==> config.mk <==
export PLATFORM = sky130hd
export DESIGN_NAME = lbsf_ram
export DESIGN_NICKNAME = d
export VERILOG_FILES = /design/src/rtl/core/lattice_basis_structure_factor_core_macros.svh /design/src/rtl/core/lbsf_ram.sv
export SDC_FILE = /design/constraint.sdc
export NUM_CORES = 2
export LEC_CHECK = 0
export BUFFER_PORTS_ARGS = -buffer_cell sky130_fd_sc_hd__buf_2
export CAP_MARGIN = 20
export CELL_PAD_IN_SITES_DETAIL_PLACEMENT = 2
export CELL_PAD_IN_SITES_GLOBAL_PLACEMENT = 2
export CORE_MARGIN = 3
export CORE_UTILIZATION = 45
export DETAILED_ROUTE_END_ITERATION = 12
export GPL_TIMING_DRIVEN = 0
export PLACE_DENSITY = 0.71
export SETUP_SLACK_MARGIN = 0.5
export SKIP_LAST_GASP = 1
export SLEW_MARGIN = 20
export SYNTH_ARGS = -nofsm -noshare
export SYNTH_HDL_FRONTEND = slang
export SYNTH_SLANG_ARGS = --single-unit
==> constraint.sdc <==
create_clock -name clock -period 6.9 [get_ports clock]
set_input_delay 1.38 -clock clock [delete_from_list [all_inputs] [get_ports clock]]
set_output_delay 1.38 -clock clock [all_outputs]
set_load 0.005 [all_outputs]
==> src/rtl/core/lattice_basis_structure_factor_core_macros.svh <==
// assertion macros for the lattice basis structure factor core
// used by lattice_basis_structure_factor_core.sv, no other dependencies
`ifndef LATTICE_BASIS_STRUCTURE_FACTOR_CORE_MACROS_SVH
`define LATTICE_BASIS_STRUCTURE_FACTOR_CORE_MACROS_SVH
`ifndef NO_ASSERTIONS
`define LBSF_ASSERT(lbl, clk, rst, prop) \
   lbl: assert property (@(posedge clk) disable iff (rst) prop) \
      else $error("lbsf assertion failed");
`define LBSF_ASSERT_ALWAYS(lbl, clk, prop) \
   lbl: assert property (@(posedge clk) prop) \
      else $error("lbsf assertion failed");
`else
`define LBSF_ASSERT(lbl, clk, rst, prop)
`define LBSF_ASSERT_ALWAYS(lbl, clk, prop)
`endif
`endif

==> src/rtl/core/lbsf_ram.sv <==
// generic single write, single read ram with registered read data
// no dependencies
`default_nettype none
module lbsf_ram #(
   parameter int WIDTH = 60,
   parameter int DEPTH = 64
) (
   input  wire logic                     clock,
   input  wire logic                     wr_en,
   input  wire logic [$clog2(DEPTH)-1:0] wr_addr,
   input  wire logic [WIDTH-1:0]         wr_data,
   input  wire logic                     rd_en,
   input  wire logic [$clog2(DEPTH)-1:0] rd_addr,
   output logic      [WIDTH-1:0]         rd_data
);
   logic [WIDTH-1:0] mem_ff [DEPTH];

   always_ff @(posedge clock) begin
      if (wr_en) mem_ff[wr_addr] <= wr_data;
      if (rd_en) rd_data <= mem_ff[rd_addr];
   end
endmodule
`default_nettype wire
==> results of run 1 <==
## stage by stage
stage	hold WS [ns]	setup slack, ns	instances	cell area, sq um
global placement	1.066	-4.639	10540	153200
floorplan	0.8379	1.653	6093	147100
## cells by family after synthesis
family                 Yosys count  synth area share
DFF                           3900            0.7961
AOI/OAI and AO/OA              402           0.01750
and+or+nand+nor                301          0.008633
muxes                         1149            0.1671
buffers and inverters          341           0.01067
==> results.md, run 1 <==
Floorplan:
- From bottom edge to top edge, the die measures between 500 and 600 microns.
- For this design the top-level I/O count stands at roughly 140.
- The floorplan die width is 577.8 microns.
- For this configuration, the core starts out at a cell density of 0.4530.
- The site row count is 209.

Synth:
- The synthesized cell area is 147100 sq um.
- The top cell type's share of synthesized area is 0.7961.
- The most area-hungry cell type in the Yosys netlist is sky130_fd_sc_hd__edfxtp_1.
- The sequential area share after synthesis is 0.7961.
- By area the synthesized netlist is led by sky130_fd_sc_hd__edfxtp_1 80%, sky130_fd_sc_hd__mux4_2 16%, sky130_fd_sc_hd__o22ai_1 0.80%, sky130_fd_sc_hd__nor2_1 0.45%, sky130_fd_sc_hd__mux2_2 0.44%.
- sky130_fd_sc_hd__edfxtp_1 is the most common cell in the netlist.
- Counting every instance in the synthesized netlist gives 6093.
- The number of warnings issued by yosys is 0.
- The number of library cell types mapped by synthesis is 35.
- Counting flops and latches in the post-synthesis netlist gives 3900.
- The fraction of synthesis flops using an asynchronous set or reset pin is 0.
- The per-instance average area after synthesis is 24.14 sq um.
- In the synthesized netlist the dominant register cell turns out to be sky130_fd_sc_hd__edfxtp_1.
- The commonest cells after synthesis are 3900 x sky130_fd_sc_hd__edfxtp_1, 1040 x sky130_fd_sc_hd__mux4_2, 188 x sky130_fd_sc_hd__o22ai_1.
- The synthesized design contains 3900 enable-type register cells.
- Counting every net in the synthesized netlist gives slightly above 6000.

Placed design:
- The half-perimeter wire length after detailed placement is ~420 mm.
- Routability-driven placement finished with a final weighted congestion of 0.7806.
- Port buffering added 126 buffers.

Status:
- The flow did not finish.
- The tool reported: "[ERROR DPL-0033] detailed placement checks failed during check placement".
- The failing step is detailed placement.
==> inputs of run 2 (changes only) <==
--- a/config.mk
+++ b/config.mk
@@ -7,14 +7,11 @@
 export LEC_CHECK = 0
 export BUFFER_PORTS_ARGS = -buffer_cell sky130_fd_sc_hd__buf_2
 export CAP_MARGIN = 20
-export CELL_PAD_IN_SITES_DETAIL_PLACEMENT = 2
-export CELL_PAD_IN_SITES_GLOBAL_PLACEMENT = 2
 export CORE_MARGIN = 3
-export CORE_UTILIZATION = 45
+export CORE_UTILIZATION = 30
 export DETAILED_ROUTE_END_ITERATION = 12
 export GPL_TIMING_DRIVEN = 0
-export PLACE_DENSITY = 0.71
-export SETUP_SLACK_MARGIN = 0.5
+export PLACE_DENSITY_LB_ADDON = 0.15
 export SKIP_LAST_GASP = 1
 export SLEW_MARGIN = 20
 export SYNTH_ARGS = -nofsm -noshare
==> constraint.sdc (replaced) <==
create_clock -name clock -period 9 [get_ports clock]
set_input_delay 1.8 -clock clock [delete_from_list [all_inputs] [get_ports clock]]
set_output_delay 1.8 -clock clock [all_outputs]
set_load 0.005 [all_outputs]
==> run 2 against run 1 <==
The flow now finishes without violations. Area after synthesis did not move. Synthesized cell count did not move.
==> results.md, run 2 <==
Global routing:
- Summed over all layers, the global routing overflow is 0.
- The initial antenna violation count came to 61.
- The maximum number of pins on one net before global-route repair is 65.
- Across every metal layer, demand over resource in global routing totals 0.2156.
- The first global-routing pass estimated 717.8 mm of wire.
- The via count of the first global-routing pass is 75340.

Hold path:
- The worst hold path belongs to the class flip-flop to flip-flop.

Timing:
- The worst-case headroom to the max-slew limit is 0.1986.
- The setup skew after layout is 0.05466 ns.
- For the pin with the worst max-slew slack, the measured transition is 1.202 ns.
- The final-layout worst hold slack is 1.116 ns.
- The hold violation count in the final report is 0.
- Dividing the final minimum period by the clock period gives 0.6322.
- The setup total negative slack is 0 ns.
- The final critical-path required period is 5.690 ns.
- Setup repair after global routing left no endpoint under its margin.
- Based on the critical path, the design can be clocked at up to 175.8 MHz.
- The number of pins with negative max-slew slack in the final report is 0.
- The final-report setup violation count is 0.

Clock tree:
- The worst-case clock buffer depth is 4.
- The number of setup buffers added after CTS is 0.
- The clock insertion delay at the later pin of the skew report is 1.00 ns.
- TritonCTS built the clock tree.
- The count of cells resized by post-cts repair is 0.
- CTS saw 3900 sinks.
- The cell chosen for the clock root is sky130_fd_sc_hd__clkbuf_16.
- Hold repair after CTS inserted 0 buffers.
- The number of H-tree branching levels is 5.
- The number of buffers created by CTS is 429.
- The clock transition at the register clock pins on the worst setup and hold paths after CTS is 0.06 ns.

Worst setup path:
- The top fanout value on the critical path is 10.
- The buffering stage count on the worst path with inverters included is 4.
- STA puts the critical path data required time at 9.62 ns.
- STA classifies the critical path startpoint as a primary input.
- The arrival time at the worst endpoint is about 6.3 ns.
- The signal on the critical path passes through buf_2 -> buf_2 -> buf_2 -> buf_2 -> nand2_2 -> o22ai_1 -> nor3_1 -> a21oi_1 -> nor2_1.
- The endpoint kind of the worst setup timing path is a flip-flop.
- Among cell families on the critical path, the largest total delay comes from buffers and inverters.
- The critical path is of the primary input to flip-flop type.
- Among the stages of the critical path, the cell type that occurs most often is sky130_fd_sc_hd__buf_2.
- The slowest cell on the critical path is sky130_fd_sc_hd__a21oi_1.
- The longest individual stage delay on the worst path is around 0.87 ns.

Pwr:
- Dividing total power by cell area gives a power density of between 200 and 250 nW/um^2.
- The net switching power figure is 0.008838 W.
- The share of total power in combinational logic is 0.053.
- Of the total power, the clock network draws 0.444.
- The sequential share of power is 0.503.
- Of the total power, the share spent switching nets is 0.2200.
- The standby leakage power is 55.69 nW.
- The cell-internal power is about 0.031 W.
- The worst ir drop on vdd is 146.7 uV.
- Overall power consumption after layout is estimated at between 0.04 and 0.05 W.

Routing:
- The average wire per standard cell is ~40 microns.
- The remaining number of nets flagged by the antenna check after routing is 0.
- The post-detailed-route via-to-cell ratio is around 5.4.
- The number of DRC markers after the initial detailed-route iteration is 10960.
- The first-pass iteration count of the detailed router is 5.
- Summing over every cut layer, the via total after detailed routing is 74890.
- The total wirelength of the detailed-routed design is about 550 mm.
- In the routed design, unresolved DRC markers number 0.

Synth:
- The number of library cell types mapped by synthesis is 35 (unchanged).
- The top cell type's share of synthesized area was 0.7961 (unchanged).
- The per-instance average area after synthesis is 24.14 sq um (unchanged).
- The number of synthesized flops with an enable pin is 3900 (unchanged).
- In the synthesized netlist, the cells that appear most often are 3900 x sky130_fd_sc_hd__edfxtp_1, 1040 x sky130_fd_sc_hd__mux4_2, 188 x sky130_fd_sc_hd__o22ai_1.
- The most common cell in the synthesized netlist is sky130_fd_sc_hd__edfxtp_1.
- The number of instances in the synthesized netlist was 6093 (unchanged).
- In the post-synthesis netlist, the biggest area contributors are sky130_fd_sc_hd__edfxtp_1 80%, sky130_fd_sc_hd__mux4_2 16%, sky130_fd_sc_hd__o22ai_1 0.80%, sky130_fd_sc_hd__nor2_1 0.45%, sky130_fd_sc_hd__mux2_2 0.44%.
- The sequential area share after synthesis is 0.7961 (unchanged).
- The post-synthesis net count was 6168 (unchanged).
- The number of warnings issued by yosys is 0 (unchanged).
- The fraction of synthesis flops using an asynchronous set or reset pin is 0 (unchanged).
- The synthesized cell area was 147100 sq um (unchanged).
- The dominant synthesized flop cell is sky130_fd_sc_hd__edfxtp_1.
- The count of state elements after synthesis is 3900 (unchanged).
- The largest total area in the synthesized netlist belongs to sky130_fd_sc_hd__edfxtp_1.

Cells and area:
- In the final layout, the share of cells above drive strength 1 is 0.3472.
- More flip-flops sit in one register than any other, and that register is mem_ff.
- The number of flip-flops in the largest register is 3840.
- The most common library cell in the layout ignoring fill and taps is sky130_fd_sc_hd__edfxtp_1.
- The finished layout holds 13890 standard cells, fillers aside.
- The largest registers in the layout are mem_ff (3840), rd_data (60).
- In the final design database the tool counted roughly 7100 nets.
- The layout-stage area growth over the synthesis result is 22.06%.
- Leaving out fill and tap cells, the most frequent cells in the layout are 3900 x sky130_fd_sc_hd__edfxtp_1, 1040 x sky130_fd_sc_hd__mux4_2, 436 x sky130_fd_sc_hd__clkbuf_16, 261 x sky130_fd_sc_hd__buf_12, 201 x sky130_fd_sc_hd__buf_2.

Floorplan:
- The die height is 706.3 microns (+22%).
- The site row count came to 256 (+22%).
- The die covers 498800 sq um.
- The region available for standard cell placement spans around 500000 sq um.
- The floorplan die width was 706.3 microns (+22%).
- The starting density of the core is 0.3020 (-0.1510).
- The I/O pin total was 135 (unchanged).

Placed design:
- The quantity of I/O buffers inserted on ports came to 126 (unchanged).
- The half-perimeter wire length after detailed placement came to 384.5 mm (-8.3%).
- The final RePlAce weighted congestion is 0.7473 (-4.3%).
- The number of placed instances, taps included, is about 13000.

Job:
- The number of maximum-capacitance constraint violations is 0.

Status:
- The run finished with clean final reports.
[run 2: cell counts after synthesis]
No cell type changed its count.
[run 2: final timing paths]
| check | slack [ns] | cells after the start | to | from |
|---|---|---|---|---|
| setup / recovery | 3.31 | 9 | rd_data[30]$_DFFE_PP_ | rd_addr[1] |
| hold / removal | 1.12 | 5 | rd_data[23]$_DFFE_PP_ | mem_ff[48][23]$_DFFE_PP_ |
| setup reg to reg | 6.21 | 5 | rd_data[30]$_DFFE_PP_ | mem_ff[32][30]$_DFFE_PP_ |
| hold reg to reg | 1.12 | 5 | rd_data[23]$_DFFE_PP_ | mem_ff[48][23]$_DFFE_PP_ |
[run 2: power groups by stage]
| stage | Clock (W) | Combinational (W) | Sequential (W) |
|---|---|---|---|
| 3_3_place_gp | 0 | 0.00204 | 0.0206 |
| 2_1_floorplan | 0 | 0.000960 | 0.0206 |
| 4_1_cts | 0.0182 | 0.00217 | 0.0202 |
| 6_report | 0.0178 | 0.00215 | 0.0202 |
| 5_1_grt | 0.0189 | 0.00225 | 0.0202 |
| 3_5_place_dp | 0 | 0.00217 | 0.0206 |
[run 2: kinds of logic (layout without fill, tap and decap cells)]
family	count (synthesis)	count (layout)	synth area share
flip-flops	3900	3900	0.7961
other	0	19	0
buffers and inverters	341	1673	0.01067
AO/OA/AOI/OAI	402	402	0.01750
AND/OR/NAND/NOR	301	301	0.008633
multiplexers	1149	1149	0.1671
[run 2: stage by stage]
stage	setup slack [ns]	util	cell area [sq um]
after floorplan	2.071	-	147100
final	3.310	0.3686	179600
after global placement	-8.688	0.3198	155800
after detailed placement	2.203	0.3393	165300
after global routing	3.368	0.3685	179500
after CTS	3.279	0.3681	179400
[run 2: routing by layer]
metal / up-vias / GRT usage / part of all wire
met5: - / 0 / 0.00023
met4: 20 / 0.05844 / 0.029
met3: 683 / 0.03624 / 0.075
met2: 3454 / 0.3528 / 0.48
met1: 42240 / 0.2978 / 0.41
li1: 28500 / - / -
[run 2: cell type report]
cell class / count / area [sq um]
sequential: 3900 / 117100
clock inverter: 274 / 2861
inverter: 1 / 3.754
fill: 43920 / 307600
antenna: 19 / 47.55
timing repair buffer: 547 / 9661
multi-input combinational: 1852 / 28910
buffer: 340 / 1704
clock buffer: 511 / 11190
tap: 6450 / 8070
[run 2: tightest hold or removal path, stage by stage, from the launching register on]
cell	delay, ns
sky130_fd_sc_hd__edfxtp_1	0.31
sky130_fd_sc_hd__mux4_2	0.22
sky130_fd_sc_hd__o22ai_1	0.07
sky130_fd_sc_hd__nor2_1	0.08
sky130_fd_sc_hd__a21oi_1	0.12
sky130_fd_sc_hd__nor2_1	0.18
Power figures use the tool's default switching activity.
